File: src/rtl/tdcs_pkg.sv
// shared types and constants for the tick driven cpu scheduler
`default_nettype none

package tdcs_pkg;

	localparam logic [2:0] MODE_SRTF   = 3'd0;
	localparam logic [2:0] MODE_SJF    = 3'd1;
	localparam logic [2:0] MODE_PPRIO  = 3'd2;
	localparam logic [2:0] MODE_NPPRIO = 3'd3;
	localparam logic [2:0] MODE_RR     = 3'd4;

	localparam logic [0:0] REG_SCHED_MODE = 1'b0;
	localparam logic [0:0] REG_TIME_SLICE = 1'b1;

	localparam logic REQ_ADMIT = 1'b0;
	localparam logic REQ_TICK  = 1'b1;

	localparam logic [7:0] SLICE_RESET = 8'd4;

	typedef enum logic [1:0] {
		ST_IDLE,
		ST_SCAN,
		ST_PICK,
		ST_UPDATE
	} state_t;

	typedef struct packed {
		logic work_we;
		logic prio_we;
	} tbl_wr_t;

endpackage

`default_nettype wire

File: src/rtl/tdcs_job_table.sv
// job table memories: remaining work and priority per slot
`default_nettype none

module tdcs_job_table
	import tdcs_pkg::*;
#(
	parameter int SLOTS     = 8,
	parameter int WORK_BITS = 16,
	localparam int IW       = $clog2(SLOTS)
) (
	input  wire logic                 clk,
	input  wire tbl_wr_t              wr,
	input  wire logic [IW-1:0]        wr_addr,
	input  wire logic [WORK_BITS-1:0] wr_work,
	input  wire logic [7:0]           wr_prio,
	input  wire logic [IW-1:0]        rd_addr,
	output logic      [WORK_BITS-1:0] rd_work,
	output logic      [7:0]           rd_prio
);

	logic [WORK_BITS-1:0] work_mem [SLOTS];
	logic [7:0]           prio_mem [SLOTS];
	logic [WORK_BITS-1:0] rd_work_q;
	logic [7:0]           rd_prio_q;

	always_ff @(posedge clk) begin
		if (wr.work_we) begin
			work_mem[wr_addr] <= wr_work;
		end
		if (wr.prio_we) begin
			prio_mem[wr_addr] <= wr_prio;
		end
		rd_work_q <= work_mem[rd_addr];
		rd_prio_q <= prio_mem[rd_addr];
	end

	assign rd_work = rd_work_q;
	assign rd_prio = rd_prio_q;

endmodule

`default_nettype wire

File: src/rtl/tick_driven_cpu_scheduler_unit.sv
// top level of the tick driven cpu scheduler
//
// usage:
//   input beats are taken on start while busy is low. req_type selects an
//   admit (load slot with job_length and job_priority) or a tick (schedule).
//   an admit keeps busy low and gives no result; a busy slot, a slot not below
//   SLOTS or a zero length is dropped. a tick scans the job table one slot per
//   cycle through a single compare unit, then reads and decrements the picked
//   job's work. busy is high through the scan, pick and update states and
//   res_valid pulses for one cycle in the first cycle busy is low again; a new
//   tick is taken only then, set by the slot scan over the single job table read
//   port. res_valid marks a result beat; the receiver cannot stall it.
//   configuration: cfg_we with cfg_idx and cfg_wdata, which the user must give
//   only while idle; the block does not enforce it. reset clears all slots,
//   the tick counter and the running job, sets the mode to shortest remaining
//   first and the slice to 4; no clearing pass.
`default_nettype none

module tick_driven_cpu_scheduler_unit
	import tdcs_pkg::*;
#(
	parameter int SLOTS     = 8,
	parameter int WORK_BITS = 16
) (
	input  wire logic        clk,
	input  wire logic        arst_n,
	input  wire logic        start,
	output logic             busy,
	input  wire logic        req_type,
	input  wire logic [2:0]  slot,
	input  wire logic [15:0] job_length,
	input  wire logic [7:0]  job_priority,
	input  wire logic        cfg_we,
	input  wire logic [0:0]  cfg_idx,
	input  wire logic [7:0]  cfg_wdata,
	output logic             res_valid,
	output logic             busy_res,
	output logic      [2:0]  run_slot,
	output logic             first_run,
	output logic             job_done,
	output logic             switched,
	output logic      [31:0] time_now
);

	localparam int IW = $clog2(SLOTS);
	localparam int CW = $clog2(SLOTS + 1);
	localparam int KW = (WORK_BITS > 8) ? WORK_BITS : 8;
	localparam logic [31:0] WMAX = 32'((64'd1 << WORK_BITS) - 64'd1);

	state_t state_q, state_d;

	logic [2:0]           mode_q;
	logic [7:0]           tslice_q;
	logic [SLOTS-1:0]     active_q;
	logic [SLOTS-1:0]     started_q;
	logic [IW-1:0]        run_idx_q;
	logic                 run_vld_q;
	logic [7:0]           slice_q;
	logic [31:0]          tick_q;
	logic [CW-1:0]        cnt_q;
	logic                 cmp_vld_q;
	logic [IW-1:0]        cmp_idx_q;
	logic                 best_vld_q;
	logic [IW-1:0]        best_idx_q;
	logic [KW-1:0]        best_key_q;
	logic [IW-1:0]        pick_q;
	logic                 pick_vld_q;

	logic                 res_valid_q;
	logic                 res_busy_q;
	logic [2:0]           res_slot_q;
	logic                 res_first_q;
	logic                 res_done_q;
	logic                 res_sw_q;
	logic [31:0]          res_time_q;

	logic                 accept;
	logic                 admit_ok;
	logic [IW-1:0]        slot_idx;
	logic [31:0]          len_ext;
	logic [WORK_BITS-1:0] len_sat;

	tbl_wr_t              tbl_wr;
	logic [IW-1:0]        tbl_wr_addr;
	logic [WORK_BITS-1:0] tbl_wr_work;
	logic [IW-1:0]        tbl_rd_addr;
	logic [WORK_BITS-1:0] tbl_rd_work;
	logic [7:0]           tbl_rd_prio;

	logic [IW-1:0]        rr_from;
	logic [IW:0]          rr_dist;
	logic [KW-1:0]        cmp_key;
	logic                 cmp_take;

	logic                 held;
	logic                 rr_hold;
	logic [7:0]           slice_base;
	logic [IW-1:0]        pick_d;
	logic                 pick_vld_d;
	logic [7:0]           slice_d;

	logic [WORK_BITS-1:0] work_new;
	logic                 done_new;
	logic                 first_new;
	logic                 sw_new;

	assign accept   = start && (state_q == ST_IDLE);
	assign slot_idx = IW'(slot);
	assign len_ext  = 32'(job_length);
	assign len_sat  = (len_ext > WMAX) ? WORK_BITS'(WMAX) : WORK_BITS'(len_ext);
	assign admit_ok = (32'(slot) < SLOTS) && !active_q[slot_idx] && (job_length != 16'd0);

	tdcs_job_table #(
		.SLOTS     (SLOTS),
		.WORK_BITS (WORK_BITS)
	) u_table (
		.clk     (clk),
		.wr      (tbl_wr),
		.wr_addr (tbl_wr_addr),
		.wr_work (tbl_wr_work),
		.wr_prio (job_priority),
		.rd_addr (tbl_rd_addr),
		.rd_work (tbl_rd_work),
		.rd_prio (tbl_rd_prio)
	);

	// round robin distance from the slot after the last one run
	always_comb begin
		rr_from = '0;
		if (run_vld_q) begin
			rr_from = (run_idx_q == IW'(SLOTS - 1)) ? '0 : run_idx_q + 1'b1;
		end
		rr_dist = {1'b0, cmp_idx_q} - {1'b0, rr_from};
		if (cmp_idx_q < rr_from) begin
			rr_dist = {1'b0, cmp_idx_q} + (IW + 1)'(SLOTS) - {1'b0, rr_from};
		end
	end

	// shared compare unit
	always_comb begin
		case (mode_q)
			MODE_PPRIO, MODE_NPPRIO: cmp_key = KW'(tbl_rd_prio);
			MODE_RR:                 cmp_key = KW'(rr_dist);
			default:                 cmp_key = KW'(tbl_rd_work);
		endcase
		cmp_take = cmp_vld_q && active_q[cmp_idx_q] && (!best_vld_q || (cmp_key < best_key_q));
	end

	// pick from scan result and hold rules
	always_comb begin
		held       = run_vld_q && active_q[run_idx_q] && started_q[run_idx_q];
		rr_hold    = held && (slice_q != 8'd0);
		slice_base = 8'd0;
		pick_d     = best_idx_q;
		pick_vld_d = best_vld_q;
		slice_d    = 8'd0;
		case (mode_q)
			MODE_SJF, MODE_NPPRIO: begin
				if (held) begin
					pick_d     = run_idx_q;
					pick_vld_d = 1'b1;
				end
			end
			MODE_RR: begin
				if (rr_hold) begin
					pick_d     = run_idx_q;
					pick_vld_d = 1'b1;
					slice_base = slice_q;
				end else begin
					slice_base = (tslice_q == 8'd0) ? 8'd1 : tslice_q;
				end
				slice_d = (pick_vld_d && (slice_base != 8'd0)) ? slice_base - 8'd1 : slice_base;
			end
			default: begin
				pick_d     = best_idx_q;
				pick_vld_d = best_vld_q;
			end
		endcase
	end

	always_comb begin
		work_new  = tbl_rd_work - 1'b1;
		done_new  = (work_new == '0);
		first_new = !started_q[pick_q];
		sw_new    = !(run_vld_q && (run_idx_q == pick_q) && !first_new);
	end

	// next state
	always_comb begin
		state_d = state_q;
		case (state_q)
			ST_IDLE: begin
				if (accept && (req_type == REQ_TICK)) begin
					state_d = ST_SCAN;
				end
			end
			ST_SCAN: begin
				if (cnt_q == CW'(SLOTS)) begin
					state_d = ST_PICK;
				end
			end
			ST_PICK:   state_d = ST_UPDATE;
			ST_UPDATE: state_d = ST_IDLE;
			default:   state_d = ST_IDLE;
		endcase
	end

	// outputs of the sequencer
	always_comb begin
		busy        = 1'b1;
		tbl_wr      = '0;
		tbl_wr_addr = slot_idx;
		tbl_wr_work = len_sat;
		tbl_rd_addr = cnt_q[IW-1:0];
		case (state_q)
			ST_IDLE: begin
				busy = 1'b0;
				if (accept && (req_type == REQ_ADMIT) && admit_ok) begin
					tbl_wr.work_we = 1'b1;
					tbl_wr.prio_we = 1'b1;
				end
			end
			ST_SCAN: tbl_rd_addr = cnt_q[IW-1:0];
			ST_PICK: tbl_rd_addr = pick_d;
			ST_UPDATE: begin
				tbl_wr.work_we = pick_vld_q;
				tbl_wr_addr    = pick_q;
				tbl_wr_work    = work_new;
			end
			default: busy = 1'b1;
		endcase
	end

	always_ff @(posedge clk or negedge arst_n) begin
		if (!arst_n) begin
			state_q <= ST_IDLE;
		end else begin
			state_q <= state_d;
		end
	end

	always_ff @(posedge clk or negedge arst_n) begin
		if (!arst_n) begin
			mode_q   <= MODE_SRTF;
			tslice_q <= SLICE_RESET;
		end else if (cfg_we) begin
			case (cfg_idx)
				REG_SCHED_MODE: mode_q   <= cfg_wdata[2:0];
				REG_TIME_SLICE: tslice_q <= cfg_wdata;
				default:        mode_q   <= mode_q;
			endcase
		end
	end

	// scan counter and compare pipeline
	always_ff @(posedge clk or negedge arst_n) begin
		if (!arst_n) begin
			cnt_q      <= '0;
			cmp_vld_q  <= 1'b0;
			cmp_idx_q  <= '0;
			best_vld_q <= 1'b0;
			best_idx_q <= '0;
			best_key_q <= '0;
		end else begin
			cmp_vld_q <= (state_q == ST_SCAN) && (cnt_q != CW'(SLOTS));
			cmp_idx_q <= cnt_q[IW-1:0];
			if (state_q == ST_SCAN) begin
				cnt_q <= cnt_q + 1'b1;
			end else begin
				cnt_q <= '0;
			end
			if (state_q == ST_IDLE) begin
				best_vld_q <= 1'b0;
			end else if (cmp_take) begin
				best_vld_q <= 1'b1;
				best_idx_q <= cmp_idx_q;
				best_key_q <= cmp_key;
			end
		end
	end

	// job state and result beat
	always_ff @(posedge clk or negedge arst_n) begin
		if (!arst_n) begin
			active_q    <= '0;
			started_q   <= '0;
			run_idx_q   <= '0;
			run_vld_q   <= 1'b0;
			slice_q     <= '0;
			tick_q      <= '0;
			pick_q      <= '0;
			pick_vld_q  <= 1'b0;
			res_valid_q <= 1'b0;
			res_busy_q  <= 1'b0;
			res_slot_q  <= '0;
			res_first_q <= 1'b0;
			res_done_q  <= 1'b0;
			res_sw_q    <= 1'b0;
			res_time_q  <= '0;
		end else begin
			res_valid_q <= 1'b0;
			case (state_q)
				ST_IDLE: begin
					if (accept && (req_type == REQ_ADMIT) && admit_ok) begin
						active_q[slot_idx]  <= 1'b1;
						started_q[slot_idx] <= 1'b0;
					end
				end
				ST_PICK: begin
					pick_q     <= pick_d;
					pick_vld_q <= pick_vld_d;
					slice_q    <= slice_d;
				end
				ST_UPDATE: begin
					res_valid_q <= 1'b1;
					res_time_q  <= tick_q;
					tick_q      <= tick_q + 32'd1;
					res_busy_q  <= pick_vld_q;
					res_slot_q  <= pick_vld_q ? 3'(pick_q) : 3'd0;
					res_first_q <= pick_vld_q && first_new;
					res_done_q  <= pick_vld_q && done_new;
					res_sw_q    <= pick_vld_q && sw_new;
					if (pick_vld_q) begin
						started_q[pick_q] <= 1'b1;
						if (done_new) begin
							active_q[pick_q] <= 1'b0;
						end
						run_idx_q <= pick_q;
						run_vld_q <= 1'b1;
					end
				end
				default: begin
					res_valid_q <= 1'b0;
				end
			endcase
		end
	end

	assign res_valid = res_valid_q;
	assign busy_res  = res_busy_q;
	assign run_slot  = res_slot_q;
	assign first_run = res_first_q;
	assign job_done  = res_done_q;
	assign switched  = res_sw_q;
	assign time_now  = res_time_q;

endmodule

`default_nettype wire

File: config.mk
export PLATFORM = sky130hd
export DESIGN_NAME = tick_driven_cpu_scheduler_unit
export DESIGN_NICKNAME = d
export VERILOG_FILES = /design/src/rtl/tdcs_pkg.sv /design/src/rtl/tdcs_job_table.sv /design/src/rtl/tick_driven_cpu_scheduler_unit.sv
export SDC_FILE = /design/constraint.sdc
export NUM_CORES = 1
export LEC_CHECK = 0
export BUFFER_PORTS_ARGS = -buffer_cell sky130_fd_sc_hd__buf_4
export CORE_MARGIN = 1.5
export CORE_UTILIZATION = 69
export CTS_BUF_LIST = sky130_fd_sc_hd__clkbuf_4 sky130_fd_sc_hd__clkbuf_8
export DETAILED_ROUTE_END_ITERATION = 10
export PLACE_DENSITY = 0.88
export SKIP_LAST_GASP = 1
export SLEW_MARGIN = 20
export SYNTH_ARGS = -nofsm -noshare
export SYNTH_HDL_FRONTEND = slang
export SYNTH_SLANG_ARGS = --single-unit
File: constraint.sdc
create_clock -name clk -period 7.5 [get_ports clk]
set_input_delay 1.125 -clock clk [delete_from_list [all_inputs] [get_ports clk]]
set_output_delay 1.125 -clock clk [all_outputs]
set_load 0.05 [all_outputs]
## Word-level counts from Yosys, hierarchy flattened

Memories as Yosys holds them, arrays and structs flattened. A register that Yosys moved wholly into a read port is not among the register bits.
Index checks and enable logic that the tools add are counted.

- Reductions and logical operators: 41
- Equal/unequal tests: 16
- Bitwise operators: 9
- $lt $le $gt $ge: 9
- Mux-type cells: 57
- Add/subtract/negate cells: 8

Operator list:

| cell | count |
|---|---|
| $mux 8 | 10 |
| $add 32x1->32 const B | 1 |
| $mux 16 | 2 |
| $pmux 16 s2 | 1 |
| $pmux 8 s2 | 2 |
| $mux 3 | 7 |
| $logic_and 1x1->1 | 19 |
| $mux 1 | 19 |
| $and 8x8->8 | 2 |
| $gt 16x16->1 const B | 1 |
| $logic_not 16->1 | 1 |
| $lt 16x16->1 | 1 |
| $lt 3x4->1 const B | 4 |
| $not 8->8 | 2 |
| $or 8x8->8 | 2 |
| $reduce_bool 16->1 | 1 |
| $reduce_bool 8->1 | 2 |
| $sub 16x1->16 const B | 1 |
| $bmux 1 s3 | 5 |
| $reduce_and 2->1 | 5 |
| $logic_not 8->1 | 1 |
| $mux 4 | 2 |
| $pmux 2 s4 | 1 |
| $sub 8x1->8 const B | 1 |
| 29 further kinds | 47 |

- Memories kept: 2
- Register bits: 145
- Memory bits (writable): 192
- Input bits: 41

Memories:

| name | depth | width | read ports | clocked after memory_dff | write ports | line | text |
|---|---|---|---|---|---|---|---|
| u_table.work_mem | 8 | 16 | 1 | 1 | 1 | tdcs_job_table.sv:21 | `logic [WORK_BITS-1:0] work_mem [SLOTS];` |
| u_table.prio_mem | 8 | 8 | 1 | 1 | 1 | tdcs_job_table.sv:22 | `logic [7:0] prio_mem [SLOTS];` |

## Longest topological paths before layout

Gate-level depths: netlist of run 1.

- Word-level depth: 11
- Gate-level depth with buffers: 17

## Modules after synthesis

From an unflattened synthesis of run 1, not the netlist that was laid out.

- Cell total of the unflattened synthesis: 1,091
- Area, all modules: 15,860.2 µm²

By module, submodules not included:

| module | area each (µm²) | instances | cells each | sequential area each (µm²) |
|---|---|---|---|---|
| tick_driven_cpu_scheduler_unit | 8,020.2 | 1 | 767 | 3,629.7 |
| tdcs_job_table | 7,840.0 | 1 | 324 | 6,246.0 |

## Least setup slack after synthesis of run 1

OpenSTA, ideal clock, no wires.

- Kind: register to register
- Start: reg run_idx_q[0]
- End: reg best_idx_q[0]
- Period minus slack after synthesis: 4.117 ns
- Stages on the path, launching flop included: 17
- Path buffers: 1
- Setup time: 0.125 ns
- Arrival time: 3.992 ns
- Slack: 3.383 ns
- Data required time: 7.375 ns
- Cell sequence: dfrtp_1 ha_1 ha_1 nor3_1 ha_1 inv_1 fa_1 fa_1 mux2_2 nor2_1 a21oi_1 ha_1 o211a_1 nand3_1 o221ai_1 buf_2 mux2_2

- Cells in the longest elaborated chain, start to end: 10

RTL lines:

| item | line | text |
|---|---|---|
| start: declaration | tick_driven_cpu_scheduler_unit.sv:56 | `logic [IW-1:0] run_idx_q;` |
| start signal: assignment | tick_driven_cpu_scheduler_unit.sv:328 | `run_idx_q <= pick_q;` |
| $add 3x1->3 or $eq 3x3->1 (tied branches) | tick_driven_cpu_scheduler_unit.sv:131 | `rr_from = (run_idx_q == IW'(SLOTS - 1)) ? '0 : run_idx_q + 1'b1;` |
| $mux 3 * | tick_driven_cpu_scheduler_unit.sv:131 |  |
| $mux 3 * | tick_driven_cpu_scheduler_unit.sv:130 | `if (run_vld_q) begin` |
| $sub 4x3->4 (tied with other cells) | tick_driven_cpu_scheduler_unit.sv:135 | `rr_dist = {1'b0, cmp_idx_q} + (IW + 1)'(SLOTS) - {1'b0, rr_from};` |
| $mux 4 * | tick_driven_cpu_scheduler_unit.sv:134 | `if (cmp_idx_q < rr_from) begin` |
| $pmux 16 s2 * | tick_driven_cpu_scheduler_unit.sv:141 | `case (mode_q)` |
| named net cmp_key[2] | tick_driven_cpu_scheduler_unit.sv:92 | `logic [KW-1:0] cmp_key;` |
| $lt 16x16->1 * | tick_driven_cpu_scheduler_unit.sv:146 | `cmp_take = cmp_vld_q && active_q[cmp_idx_q] && (!best_vld_q \|\| (cmp_key < best_key_q));` |
| $logic_or 1x1->1 * | tick_driven_cpu_scheduler_unit.sv:146 |  |
| $logic_and 1x1->1 * | tick_driven_cpu_scheduler_unit.sv:146 |  |
| $reduce_and 2->1 (no source line) * | - |  |
| end signal: assignment | tick_driven_cpu_scheduler_unit.sv:276 | `best_idx_q <= cmp_idx_q;` |
| end: declaration | tick_driven_cpu_scheduler_unit.sv:64 | `logic [IW-1:0] best_idx_q;` |

The timed path passes the listed nets; every way through them passes the cells marked *.
A chain may end at the register's enable or synchronous reset.

## Final worst setup path of run 1

- Start: reg run_idx_q[0]
- End: reg best_key_q[2]

- Cells in the longest elaborated chain, start to end: 10

RTL lines:

| item | line | text |
|---|---|---|
| $add 3x1->3 or $eq 3x3->1 (tied branches) | tick_driven_cpu_scheduler_unit.sv:131 |  |
| $mux 3 * | tick_driven_cpu_scheduler_unit.sv:131 |  |
| $mux 3 * | tick_driven_cpu_scheduler_unit.sv:130 |  |
| $sub 4x3->4 (tied with other cells) | tick_driven_cpu_scheduler_unit.sv:135 |  |
| $mux 4 * | tick_driven_cpu_scheduler_unit.sv:134 |  |
| $pmux 16 s2 * | tick_driven_cpu_scheduler_unit.sv:141 |  |
| named net cmp_key[2] | tick_driven_cpu_scheduler_unit.sv:92 |  |
| $lt 16x16->1 | tick_driven_cpu_scheduler_unit.sv:146 |  |
| $logic_or 1x1->1 | tick_driven_cpu_scheduler_unit.sv:146 |  |
| $logic_and 1x1->1 | tick_driven_cpu_scheduler_unit.sv:146 |  |
| $reduce_and 2->1 (no source line) | - |  |
| end signal: assignment | tick_driven_cpu_scheduler_unit.sv:277 | `best_key_q <= cmp_key;` |
| end: declaration | tick_driven_cpu_scheduler_unit.sv:65 | `logic [KW-1:0] best_key_q;` |

Marks and branches as above.

==> results by group, run 1 <==
Timing
  – Clock skew: 0.0258 ns
  – Tcrit/Tclk final: between 60% and 70%
  – Max_slew headroom: a little under a quarter
  – Final min period: ~4.5 ns
  – FMAX: ~220 MHz
  – Setup violators final: 0
  – Slew Limit Fails: 0
  – Final hold violations: 0
  – Setup TNS: 0 ns
  – Measured slew at the worst slew-check pin: ~1.1 ns
  – RSZ-0062 raised after global routing: no

Drt
  – Drt drc: 0
  – Initial DRC Count: between 1000 and 1500
  – DRT Pass-1 Iters: 5
  – Wirelength per Cell: around 22 µm
  – Final ANT Viol Nets: 0
  – Via count: about 12000
  – Vias per cell: approximately 6.5
  – Routed WL: 39.8 mm

Worst setup path
  – Crit path cell chain: ha_1, ha_1, nor3_1, ha_1, inv_1, fa_1, fa_1, mux2_2, nor2_1, a21oi_1, ha_1, o211a_1, nand3_1, o221ai_2, mux2_2
  – Critical path's most frequent cell: ha_1
  – Critical Path RT: between 7 and 8 ns
  – WS Path Type: reg -> reg
  – Startpoint class of the critical path: register
  – Crit path capture type: register
  – WP buf/inv: 1
  – Crit path max fanout: 19
  – Critical Path Max Stage Delay: approximately 0.86 ns
  – Top Family by Delay on Critical Path: adder cells
  – WP data arrival: 4.99 ns
  – Critical path's slowest cell: o221ai_2

Power
  – Total Power: around 6.9 mW
  – Max IR drop VDD: between 200 and 250 µV
  – Power Dens Cells: ~370 nW/µm²
  – Leakage: about 7.2 nW

Logic synthesis
  – Seq/Total Area, Yosys: 59.0%
  – Synthesized area: approximately 17000 µm²
  – Yosys top cell by area: edfxtp_1
  – Syn Nets: between 1000 and 1500
  – Synth Register Bits: ~360
  – Prevailing post-synth register cell: edfxtp_1
  – Synth top area share: about a third
  – Yosys Warn Count: 0
  – Post-synth EDFFs: 192
  – Ys async rst share: between 40% and 50%
  – Post-Syn Instances: 1349
  – Yosys cell types: slightly below 80
  – Synth area leaders: edfxtp_1 (34%), dfrtp_1 (22%), mux2_2 (4.8%), o21a_1 (4.4%), a211oi_1 (3.3%)
  – Syn avg cell area: 12.4 µm²

Floorplan
  – FP Rows: 56
  – Core ar.: about 24000 µm²
  – Die Ht: roughly 160 µm
  – Die width: ~160 µm
  – Die area: ~25000 µm²
  – Ports: 82
  – Initial Util: between 70 and 80%

Placed design
  – Gpl congestion: 0.916
  – Port Buffers: 81
  – Post-DP Area: 17500 µm²
  – HPWL after detailed placement: roughly 25 mm

Global route
  – GRT Overall Usage: roughly a third
  – First-pass GRT wire length: 64.3 mm
  – Vias in the first global route: roughly 12000
  – Largest net degree at the start of global routing: 93
  – Initial antenna violation count: 0
  – GRT overflow: 0

CTS
  – CTS Buf Count: 56
  – Clock sink count: between 300 and 400
  – Post-CTS sizing: 0
  – CTS root buf: clkbuf_8
  – Post-CTS Setup Bufs: 0
  – CTS Hold Buffers Added: 0
  – Worst skew pair latency: 0.59 ns
  – Clk slew on worst S/H paths: 0.07 ns
  – CTS H-tree depth: 2
  – CTS tree: built
  – Clk buf depth: 3

Final layout
  – Area Growth Syn to Fin: 11.7%
  – N_diodes: 0
  – Share of layout cells above drive strength 1: between 20% and 30%
  – Layout Nets: approximately 1500
  – Layout fillers: between 1000 and 1500
  – Fin area: ~19000 µm²

Min path
  – Hold crit path type: reg -> reg

Run
  – Max-Cap Viols: 0

Outcome
  – Status: completed
## kinds of logic (layout without fill, tap and decap cells)
| group | Yosys count | count (layout) | share of synthesized area (%) |
|---|---|---|---|
| AO/OA/AOI/OAI | 363 | 363 | 16.2 |
| flip-flops | 361 | 361 | 59.0 |
| AND/OR/NAND/NOR | 318 | 318 | 9.81 |
| buffers and inverters | 135 | 252 | 3.46 |
| multiplexers | 89 | 89 | 6.30 |
| XOR/XNOR | 49 | 49 | 2.57 |
| adder cells (fa/ha/maj) | 34 | 34 | 2.63 |
## cell usage after synthesis, types with 9 or more instances
cell type  number
xor2_1         17
a211oi_1       73
dfrtp_1       144
nor4_1         35
clkbuf_1       40
a2111oi_2      18
nor2b_1        10
buf_2          31
dfxtp_1        24
xnor2_1        32
inv_1          55
nand4_1        13
mux2i_1        10
nand3_1        16
o21a_1         99
nor3_1         26
nor2_1         77
edfxtp_1      192
a31oi_1         9
mux2_2         72
a2111oi_0       9
o21ai_0        31
and3_1         11
ha_1           32
nand2_1        68
a21o_1          9
a21oi_1        54
and2_1         16
## layout make-up
type	count	area (µm²)	area share (%)
Clock buffer	92	1130	6.08
Clock inverter	13	62.6	0.335
Inverter	55	206	1.11
Multi-Input combinational cell	853	6310	33.8
Sequential cell	361	9880	52.9
Tap cell	319	399	2.14
Timing Repair Buffer	92	694	3.72
## worst paths after layout
kind                                   start            end  slack, ns  cells past startpoint
worst max-delay path            run_idx_q[0]  best_key_q[2]       2.98                     15
worst min-delay path                cnt_q[0]   cmp_idx_q[0]       0.47                      0
worst max register to register  run_idx_q[0]  best_key_q[2]       2.98                     15
worst min register to register      cnt_q[0]   cmp_idx_q[0]       0.47                      0
max in group asynchronous             arst_n      tick_q[1]       5.65                      2
min in group asynchronous             arst_n     slice_q[7]       0.58                      1
## power by group
part / internal (mW) / leakage (nW) / switching (mW)
combinational: 0.875 / 2.73 / 1.53
clock: 0.955 / 0.647 / 0.758
sequential: 2.47 / 3.84 / 0.355
total: 4.30 / 7.21 / 2.64
## worst reg2reg max path: stages (launching register included)
cell and delay (ns):
dfrtp_1 0.49, ha_1 0.26, ha_1 0.17, nor3_1 0.19, ha_1 0.17, inv_1 0.06, fa_1 0.38, fa_1 0.42
mux2_2 0.26, nor2_1 0.08, a21oi_1 0.07, ha_1 0.32, o211a_1 0.14, nand3_1 0.11, o221ai_2 0.86, mux2_2 0.43
## per-layer routing
| layer | track usage [%] | up-vias | share of wire (%) |
|---|---|---|---|
| li1 | - | 5242 | - |
| met1 | 41.7 | 5746 | 39 |
| met2 | 53.4 | 578 | 50 |
| met3 | 6.66 | 110 | 7.7 |
| met4 | 13.4 | 0 | 3.2 |
| met5 | 0 | - | 0 |
## sequential cells by signal, indices dropped and copies added, names as in the netlist, 2 cells and up
name,count
u_table.rd_prio,8
active_q,8
best_key_q,16
u_table.prio_mem,64
pick_q,3
run_idx_q,3
run_slot,3
mode_q,3
slice_q,8
cnt_q,4
tick_q,32
cmp_idx_q,3
state_q,2
time_now,32
best_idx_q,3
u_table.work_mem,128
u_table.rd_work,16
started_q,8
tslice_q,8
## cells in the final DEF, fill, tap and decap left out, drive strengths merged, types with 27 or more instances in the layout
cell and count:
a2111oi 27, a211oi 73, a21oi 54, buf 92, clkbuf 92, dfrtp 144
edfxtp 192, ha 32, inv 56, mux2 74, nand2 69, nor2 77
nor4 35, o21a 99, o21ai 32, xnor2 32
## through the flow
step	std cells	setup WS (ns)	hold WS, ns	util [%]
floorplan	1349	3.38	0.417	-
global placement	1680	3.06	0.446	74.0
detailed placement	1680	3.03	0.453	74.0
CTS	1785	2.97	0.466	79.1
global route	1785	2.63	0.473	79.1
finish	1785	2.98	0.467	79.1
No activity file was read; power rests on OpenSTA's default activity.
==> run 2: changes to the inputs <==
--- a/config.mk
+++ b/config.mk
@@ -5,12 +5,13 @@
 export SDC_FILE = /design/constraint.sdc
 export NUM_CORES = 1
 export LEC_CHECK = 0
+export ABC_AREA = 1
 export BUFFER_PORTS_ARGS = -buffer_cell sky130_fd_sc_hd__buf_4
 export CORE_MARGIN = 1.5
-export CORE_UTILIZATION = 69
+export CORE_UTILIZATION = 64
 export CTS_BUF_LIST = sky130_fd_sc_hd__clkbuf_4 sky130_fd_sc_hd__clkbuf_8
 export DETAILED_ROUTE_END_ITERATION = 10
-export PLACE_DENSITY = 0.88
+export PLACE_DENSITY = 0.83
 export SKIP_LAST_GASP = 1
 export SLEW_MARGIN = 20
 export SYNTH_ARGS = -nofsm -noshare
==> constraint.sdc (replaced) <==
create_clock -name clk -period 4.32 [get_ports clk]
set_input_delay 0.648 -clock clk [delete_from_list [all_inputs] [get_ports clk]]
set_output_delay 0.648 -clock clk [all_outputs]
set_load 0.05 [all_outputs]
==> run 2 against run 1 <==
- worst setup slack worse by 2.6 ns
- area after synthesis increased by 4.4%
- power is 85% higher
- largest power group is now combinational cells
- critical endpoint is now best_idx_q[0]
- sequential share of layout area is 2.4 points lower
- critical path depth increased by 7
==> results by group, run 2 <==
CTS
  – Clk buf depth: 3 (unchanged)
  – CTS H-tree depth: 2 (unchanged)
  – Clock sink count: 361 (unchanged)
  – CTS root buf: clkbuf_8 (unchanged)
  – Post-CTS Setup Bufs: 0 (unchanged)
  – CTS Buf Count: 57 (was 56)
  – Worst skew pair latency: 0.63 ns (was 0.59 ns)
  – CTS tree: built (unchanged)
  – Clk slew on worst S/H paths: 0.06 ns (was 0.07 ns)

Timing
  – Final min period: 3.99 ns (was 4.52 ns)
  – Measured slew at the worst slew-check pin: 1.11 ns (was 1.14 ns)
  – Max_slew headroom: 26.0% (was 23.9%)
  – Setup TNS: 0 ns (unchanged)
  – FMAX: 251 MHz (was 221 MHz)
  – Clock skew: 0.0611 ns (was 0.0258 ns)
  – Slew Limit Fails: 0 (unchanged)
  – Final hold violations: 0 (unchanged)
  – Setup violators final: 0 (unchanged)
  – RSZ-0062 raised after global routing: no (unchanged)
  – Tcrit/Tclk final: 92.3% (was 60.3%)

Global route
  – Initial antenna violation count: 0 (unchanged)
  – GRT overflow: 0 (unchanged)
  – First-pass GRT wire length: 67.3 mm (was 64.3 mm)
  – GRT Overall Usage: 30.4% (was 32.3%)
  – Largest net degree at the start of global routing: 121 (was 93)
  – Vias in the first global route: 13400 (was 11900)

Outcome
  – Status: completed (unchanged)

Final layout
  – Top reg by flops: u_table.work_mem (unchanged)
  – Top Registers: u_table.work_mem x128, u_table.prio_mem x64 (unchanged)
  – N_diodes: 0 (unchanged)
  – Area Growth Syn to Fin: 12.2% (was 11.7%)
  – Most common cell after layout, fill and taps aside: nand2_1 (was edfxtp_1)
  – Layout fillers: 1929 (was 1399)
  – Share of layout cells above drive strength 1: 12.2% (was 20.7%)
  – Finished Layout Cells: 2450 (was 1785)
  – Most frequent cells in the layout: nand2_1 (521), inv_1 (335), nand3_1 (285) (was edfxtp_1 (192), dfrtp_1 (144), o21a_1 (99))
  – Max FFs per register: 128 (unchanged)
  – Layout Nets: 2138 (was 1494)

Worst setup path
  – WS Path Type: reg -> reg (unchanged)
  – Crit Reg-Reg Startpoint: run_idx_q[0] (unchanged)
  – Critical path's slowest cell: dfrtp_1 (was o221ai_2)
  – WP data arrival: 4.45 ns (was 4.99 ns)
  – Reg2reg path depth: 22 (was 15)
  – Startpoint class of the critical path: register (unchanged)
  – R2r setup slk: 0.33 ns (was 2.98 ns)
  – Worst Setup SP: run_idx_q[0] (unchanged)
  – Critical path's most frequent cell: nand2_1 (was ha_1)
  – Crit path cell chain: ha_1, ha_1, nor3_1, ha_1, inv_1, fa_1, fa_1, inv_1, or2_2, nand3_1, a21oi_1, ha_1, a21oi_1, nand2_1, nand2_1, nand2_1, nand2_1, nand2_1, nand2_1, nand2_2, nand2_1, nand2_1 (was ha_1, ha_1, nor3_1, ha_1, inv_1, fa_1, fa_1, mux2_2, nor2_1, a21oi_1, ha_1, o211a_1, nand3_1, o221ai_2, mux2_2)
  – Crit path capture type: register (unchanged)
  – Worst R2R End: best_idx_q[0] (was best_key_q[2])
  – Critical Path Max Stage Delay: 0.47 ns (was 0.86 ns)
  – Critical Path RT: 4.78 ns (was 7.96 ns)
  – Crit path max fanout: 19 (unchanged)
  – CP endpoint: best_idx_q[0] (was best_key_q[2])

Logic synthesis
  – Synthesized area: 17500 µm² (was 16700 µm²)
  – Synth Register Bits: 361 (unchanged)
  – Post-synth EDFFs: 192 (unchanged)
  – Yosys cell types: 49 (was 79)
  – Synth top cells by count: nand2_1 (523), inv_1 (335), nand3_1 (285), edfxtp_1 (192), dfrtp_1 (144) (was edfxtp_1 (192), dfrtp_1 (144), o21a_1 (99), nor2_1 (77), a211oi_1 (73))
  – Syn avg cell area: 8.85 µm² (was 12.4 µm²)
  – Top-count cell post-synth: nand2_1 (was edfxtp_1)
  – Yosys top cell by area: edfxtp_1 (unchanged)
  – Syn Nets: 2048 (was 1424)
  – Seq/Total Area, Yosys: 56.6% (was 59.0%)
  – Ys async rst share: 40.2% (unchanged)
  – Synth top area share: 33.0% (was 34.5%)
  – Post-Syn Instances: 1973 (was 1349)
  – Prevailing post-synth register cell: edfxtp_1 (unchanged)
  – Yosys Warn Count: 0 (unchanged)
  – Synth area leaders: edfxtp_1 (33%), dfrtp_1 (21%), nand2_1 (11%), nand3_1 (8.2%), inv_1 (7.2%) (was edfxtp_1 (34%), dfrtp_1 (22%), mux2_2 (4.8%), o21a_1 (4.4%), a211oi_1 (3.3%))

Drt
  – Wirelength per Cell: 17.3 µm (was 22.3 µm)
  – Initial DRC Count: 1357 (was 1135)
  – DRT Pass-1 Iters: 7 (was 5)
  – Final ANT Viol Nets: 0 (unchanged)
  – Vias per cell: 5.67 (was 6.54)
  – Routed WL: 42.4 mm (was 39.8 mm)
  – Drt drc: 0 (unchanged)
  – Via count: 13900 (was 11700)

Placed design
  – # placed instances: 2345 (was 1680)
  – Port Buffers: 81 (unchanged)
  – Gpl congestion: 0.930 (was 0.916)
  – HPWL after detailed placement: 26.5 mm (was 24.8 mm)

Floorplan
  – Ports: 82 (unchanged)
  – Core ar.: 26900 µm² (was 23600 µm²)
  – Die Ht: 168 µm (was 159 µm)
  – Die area: 28300 µm² (was 25200 µm²)
  – Initial Util: 65.0% (was 70.8%)
  – FP Rows: 60 (was 56)
  – Die width: 168 µm (was 159 µm)

Power
  – Clk pwr share: 24.4% (was 24.7%)
  – Switching share of total power: 40.7% (was 38.1%)
  – Power Dens Cells: 655 nW/µm² (was 371 nW/µm²)
  – Leakage: 9.45 nW (was 7.21 nW)
  – Max IR drop VDD: 399 µV (was 212 µV)
  – Int Power: 7.60 mW (was 4.30 mW)
  – Combinational power share: 38.5% (was 34.6%)
  – Net switching power: 5.22 mW (was 2.64 mW)
  – Seq pwr share: 37.1% (was 40.7%)

Run
  – Max-Cap Viols: 0 (unchanged)

Min path
  – Hold crit path type: in -> async (was reg -> reg)
[run 2: final cells by class]
class / count / area [µm²] / share of cell area (%)
clock buffers: 97 / 1140 / 5.83
well taps: 341 / 427 / 2.18
repair buffers: 106 / 802 / 4.10
clock inverters: 8 / 108 / 0.550
inverters: 340 / 1280 / 6.52
multi-input cells: 1197 / 5950 / 30.4
flip-flops and latches: 361 / 9880 / 50.4
[run 2: power groups by stage]
| stage | sequential (mW) | clock (mW) | combinational (mW) |
|---|---|---|---|
| after global routing | 4.81 | 3.31 | 5.49 |
| after detailed placement | 4.80 | 0 | 4.84 |
| after floorplan | 4.81 | 0 | 3.50 |
| after CTS | 4.74 | 3.16 | 4.87 |
| final | 4.76 | 3.13 | 4.93 |
| after global placement | 4.78 | 0 | 4.67 |
[run 2: cell families after synthesis]
kind of cell / after synthesis / synth area share, %
AND/OR/NAND/NOR: 966 / 24.0
AO/OA/AOI/OAI: 153 / 5.13
XOR/XNOR: 39 / 1.96
flip-flops: 361 / 56.6
adder cells (fa/ha/maj): 34 / 2.52
buffers and inverters: 415 / 9.47
multiplexers: 5 / 0.322
[run 2: metal layers]
layer / part of all wire [%] / global-route usage (%) / routed length, µm / vias to the layer above
met4: 3.0 / 12.7 / 1270 / 0
met5: 0 / 0 / 0 / -
met1: 40 / 39.1 / 16900 / 6580
li1: - / - / - / 6568
met3: 9.4 / 6.46 / 3970 / 111
met2: 48 / 50.5 / 20200 / 632
[run 2: through the flow]
stage                     utilization [%]  setup slack, ns  hold slack, ns  cell area, µm²  total power, mW
after global routing                 72.9           0.0285           0.255           19600             13.6
after floorplan                         -            0.766           0.352           17500             8.31
after global placement               68.2            0.436           0.411           18300             9.45
final                                72.9            0.332           0.202           19600             12.8
after detailed placement             68.2            0.190           0.412           18300             9.64
after CTS                            72.8            0.171           0.249           19600             12.8
[run 2: repair_timing]
item,CTS,global route
endpoints found under the setup margin,0,19
hold buffers,0,0
gates resized for setup,0,1
[run 2: how the worst min path moves through the flow]
stage	start	to	slack (ns)	cells after the start
2_1_floorplan	arst_n	active_q[0]	0.35	0
3_3_place_gp	cnt_q[1]	cmp_idx_q[1]	0.41	0
3_5_place_dp	cnt_q[1]	cmp_idx_q[1]	0.41	0
4_1_cts	arst_n	active_q[5]	0.25	1
5_1_grt	job_priority[3]	u_table.prio_mem[4][3]	0.26	1
6_report	arst_n	active_q[6]	0.20	1
[run 2: critical path, delay by kind of cell, from the launching register on]
| kind | cells | cell delay (ns) |
|---|---|---|
| fa+ha+maj | 6 | 1.66 |
| simple gates | 12 | 1.24 |
| flops | 1 | 0.47 |
| compound gates | 2 | 0.36 |
| buf+inv | 2 | 0.13 |
==> run 3: changes to the inputs <==
--- a/config.mk
+++ b/config.mk
@@ -5,11 +5,11 @@
 export SDC_FILE = /design/constraint.sdc
 export NUM_CORES = 1
 export LEC_CHECK = 0
-export ABC_AREA = 1
+export ABC_AREA = 0
 export BUFFER_PORTS_ARGS = -buffer_cell sky130_fd_sc_hd__buf_4
 export CORE_MARGIN = 1.5
 export CORE_UTILIZATION = 64
-export CTS_BUF_LIST = sky130_fd_sc_hd__clkbuf_4 sky130_fd_sc_hd__clkbuf_8
+export CTS_BUF_LIST = sky130_fd_sc_hd__clkbuf_2
 export DETAILED_ROUTE_END_ITERATION = 10
 export PLACE_DENSITY = 0.83
 export SKIP_LAST_GASP = 1
==> run 3 against run 2 <==
- clock skew up 0.019 ns
- first-iteration DRC count down 34%
- worst setup slack better by 0.083 ns
- global-route usage fell by 0.28 points
- core utilization increased by 0.34 points
- sequential cell count is the same
- critical path type unchanged
==> results by group, run 3 (same netlist as run 1, synthesis figures left out) <==
Final layout
  – Share of layout cells above drive strength 1: 23.0% (was 12.2%)
  – Top Registers: u_table.work_mem x128, u_table.prio_mem x64 (unchanged)
  – Top reg by flops: u_table.work_mem (unchanged)
  – Max FFs per register: 128 (unchanged)
  – Finished Layout Cells: 1874 (was 2450)
  – Most common cell after layout, fill and taps aside: edfxtp_1 (was nand2_1)
  – Layout Nets: 1552 (was 2138)
  – Area Growth Syn to Fin: 11.1% (was 12.2%)
  – Most frequent cells in the layout: edfxtp_1 (192), dfrtp_1 (144), clkbuf_2 (133) (was nand2_1 (521), inv_1 (335), nand3_1 (285))

Timing
  – Setup ws final: 0.415 ns (was 0.332 ns)
  – Hold_ws: 0.0548 ns (was 0.202 ns)
  – RSZ-0062 raised after global routing: no (unchanged)
  – Final hold violations: 0 (unchanged)
  – Max_slew headroom: 25.4% (was 26.0%)
  – Final min period: 3.91 ns (was 3.99 ns)
  – FMAX: 256 MHz (was 251 MHz)
  – Clock skew: 0.0803 ns (was 0.0611 ns)
  – Tcrit/Tclk final: 90.4% (was 92.3%)
  – Slew Limit Fails: 0 (unchanged)
  – Setup violators final: 0 (unchanged)
  – Measured slew at the worst slew-check pin: 1.12 ns (was 1.11 ns)
  – Setup TNS: 0 ns (unchanged)

Drt
  – Final ANT Viol Nets: 0 (unchanged)
  – DRT Pass-1 Iters: 5 (was 7)
  – Drt drc: 0 (unchanged)
  – Routed WL: 39.6 mm (was 42.4 mm)
  – Initial DRC Count: 892 (was 1357)
  – Vias per cell: 6.28 (was 5.67)
  – Wirelength per Cell: 21.1 µm (was 17.3 µm)
  – Via count: 11800 (was 13900)

Worst setup path
  – WP data arrival: 4.62 ns (was 4.45 ns)
  – Crit Reg-Reg Startpoint: run_idx_q[0] (unchanged)
  – Critical path's most frequent cell: ha_1 (was nand2_1)
  – WS Path Type: reg -> reg (unchanged)
  – Reg2reg path depth: 16 (was 22)
  – Worst R2R End: best_key_q[2] (was best_idx_q[0])
  – Critical Path RT: 5.04 ns (was 4.78 ns)
  – Critical Path Max Stage Delay: 0.43 ns (was 0.47 ns)
  – Critical path's slowest cell: fa_1 (was dfrtp_1)
  – R2r setup slk: 0.41 ns (was 0.33 ns)
  – Crit path capture type: register (unchanged)
  – Crit path max fanout: 9 (was 19)
  – Crit path cell chain: ha_1, ha_1, nor3_1, ha_1, inv_1, fa_1, fa_1, mux2_2, nor2_1, a21oi_1, ha_1, o211a_1, nand3_1, o221ai_2, buf_4, mux2_2 (was ha_1, ha_1, nor3_1, ha_1, inv_1, fa_1, fa_1, inv_1, or2_2, nand3_1, a21oi_1, ha_1, a21oi_1, nand2_1, nand2_1, nand2_1, nand2_1, nand2_1, nand2_1, nand2_2, nand2_1, nand2_1)
  – Startpoint class of the critical path: register (unchanged)

Global route
  – Largest net degree at the start of global routing: 97 (was 121)
  – Vias in the first global route: 11800 (was 13400)
  – GRT Overall Usage: 30.1% (was 30.4%)
  – Initial antenna violation count: 1 (was 0)
  – Met1 usage: 39.6% (was 39.1%)
  – Grt peak-use layer: met2 (unchanged)
  – GRT overflow: 0 (unchanged)
  – Met3 GRT Util: 5.22% (was 6.46%)
  – M2 GR Usage: 50.2% (was 50.5%)
  – First-pass GRT wire length: 62.6 mm (was 67.3 mm)

Power
  – Total Power: 11.4 mW (was 12.8 mW)
  – Leakage: 7.31 nW (was 9.45 nW)
  – Power Dens Cells: 614 nW/µm² (was 655 nW/µm²)
  – Max IR drop VDD: 574 µV (was 399 µV)

CTS
  – CTS root buf: clkbuf_2 (was clkbuf_8)
  – CTS H-tree depth: 3 (was 2)
  – Clock sink count: 361 (unchanged)
  – CTS tree: built (unchanged)
  – Clk slew on worst S/H paths: 0.09 ns (was 0.06 ns)
  – CTS Hold Buffers Added: 15 (was 0)
  – CTS Buf Count: 87 (was 57)
  – Clk buf depth: 3 (unchanged)
  – Worst skew pair latency: 0.91 ns (was 0.63 ns)
  – Post-CTS Setup Bufs: 0 (unchanged)
  – Post-CTS sizing: 0 (unchanged)

Min path
  – Hold Path Depth: 2
  – Worst Hold Endpoint: tslice_q[0]
  – Hold crit path type: in -> reg (was in -> async)
  – Hold Startpoint: cfg_wdata[0]

Floorplan
  – Die Ht: 165 µm (was 168 µm)
  – Ports: 82 (unchanged)
  – Die area: 27100 µm² (was 28300 µm²)
  – Initial Util: 65.9% (was 65.0%)
  – Core ar.: 25400 µm² (was 26900 µm²)
  – Die width: 165 µm (was 168 µm)
  – FP Rows: 58 (was 60)

Placed design
  – Gpl congestion: 0.937 (was 0.930)
  – # placed instances: 1702 (was 2345)
  – HPWL after detailed placement: 24.9 mm (was 26.5 mm)
  – Pre-CTS setup slack: 0.459 ns (was 0.190 ns)
  – Port Buffers: 81 (unchanged)

Run
  – Max-Cap Viols: 0 (unchanged)

Outcome
  – Status: completed (unchanged)
run 3: cell types whose count changed in the layout (fill, tap and decap cells not counted), sizes merged, moves of 26 or more:
cell / change
o21a: +97
nand3: -273
a2111oi: +26
nand2: -460
xnor2: +27
clkbuf: +35
mux2: +69
inv: -285
a21oi: +33
a211oi: +69
o21ai: -64
run 3: critical path: cells and delay by family, from the launching register on:
family / cells / cell delay [ns]
and+or+nand+nor: 3 / 0.36
DFF: 1 / 0.40
AOI/OAI and AO/OA: 3 / 0.40
buffers and inverters: 2 / 0.28
adders and majority gates: 6 / 1.70
muxes: 2 / 0.63
run 3: layout make-up:
| class | count | area, µm² |
|---|---|---|
| fill | 1770 | 6810 |
| antenna | 1 | 2.50 |
| timing repair buffer | 119 | 992 |
| clock buffer | 133 | 666 |
| clock inverter | 22 | 128 |
| sequential | 361 | 9880 |
| tap | 330 | 413 |
| multi-input combinational | 853 | 6310 |
| inverter | 55 | 206 |
run 3: layer usage:
metal	share of wire [%]	routed length (µm)	vias to the layer above
met2	49	19600	508
met1	41	16400	5777
li1	-	-	5400
met3	6.7	2650	84
met5	0	0	-
met4	2.4	949	0
run 3: power by group:
group	internal [mW]	switching (mW)	leakage, nW
Clock	0.878	1.36	0.607
Sequential	4.27	0.593	3.84
Combinational	1.64	2.67	2.86
Total	6.79	4.62	7.31
run 3: worst max-delay path by stage:
stage | start | end | slack, ns | cells past startpoint
2_1_floorplan | run_idx_q[0] | best_idx_q[0] | 0.20 | 16
3_3_place_gp | run_idx_q[0] | best_key_q[8] | 0.60 | 16
3_5_place_dp | run_idx_q[0] | best_key_q[10] | 0.46 | 16
4_1_cts | run_idx_q[0] | best_key_q[2] | 0.39 | 16
5_1_grt | run_idx_q[0] | best_key_q[2] | 0.24 | 16
6_report | run_idx_q[0] | best_key_q[2] | 0.41 | 16
run 3: stage by stage:
| step | util [%] | area (µm²) |
|---|---|---|
| floorplan | - | 16700 |
| global placement | 69.4 | 17600 |
| detailed placement | 69.4 | 17600 |
| CTS | 73.1 | 18600 |
| global route | 73.2 | 18600 |
| finish | 73.2 | 18600 |
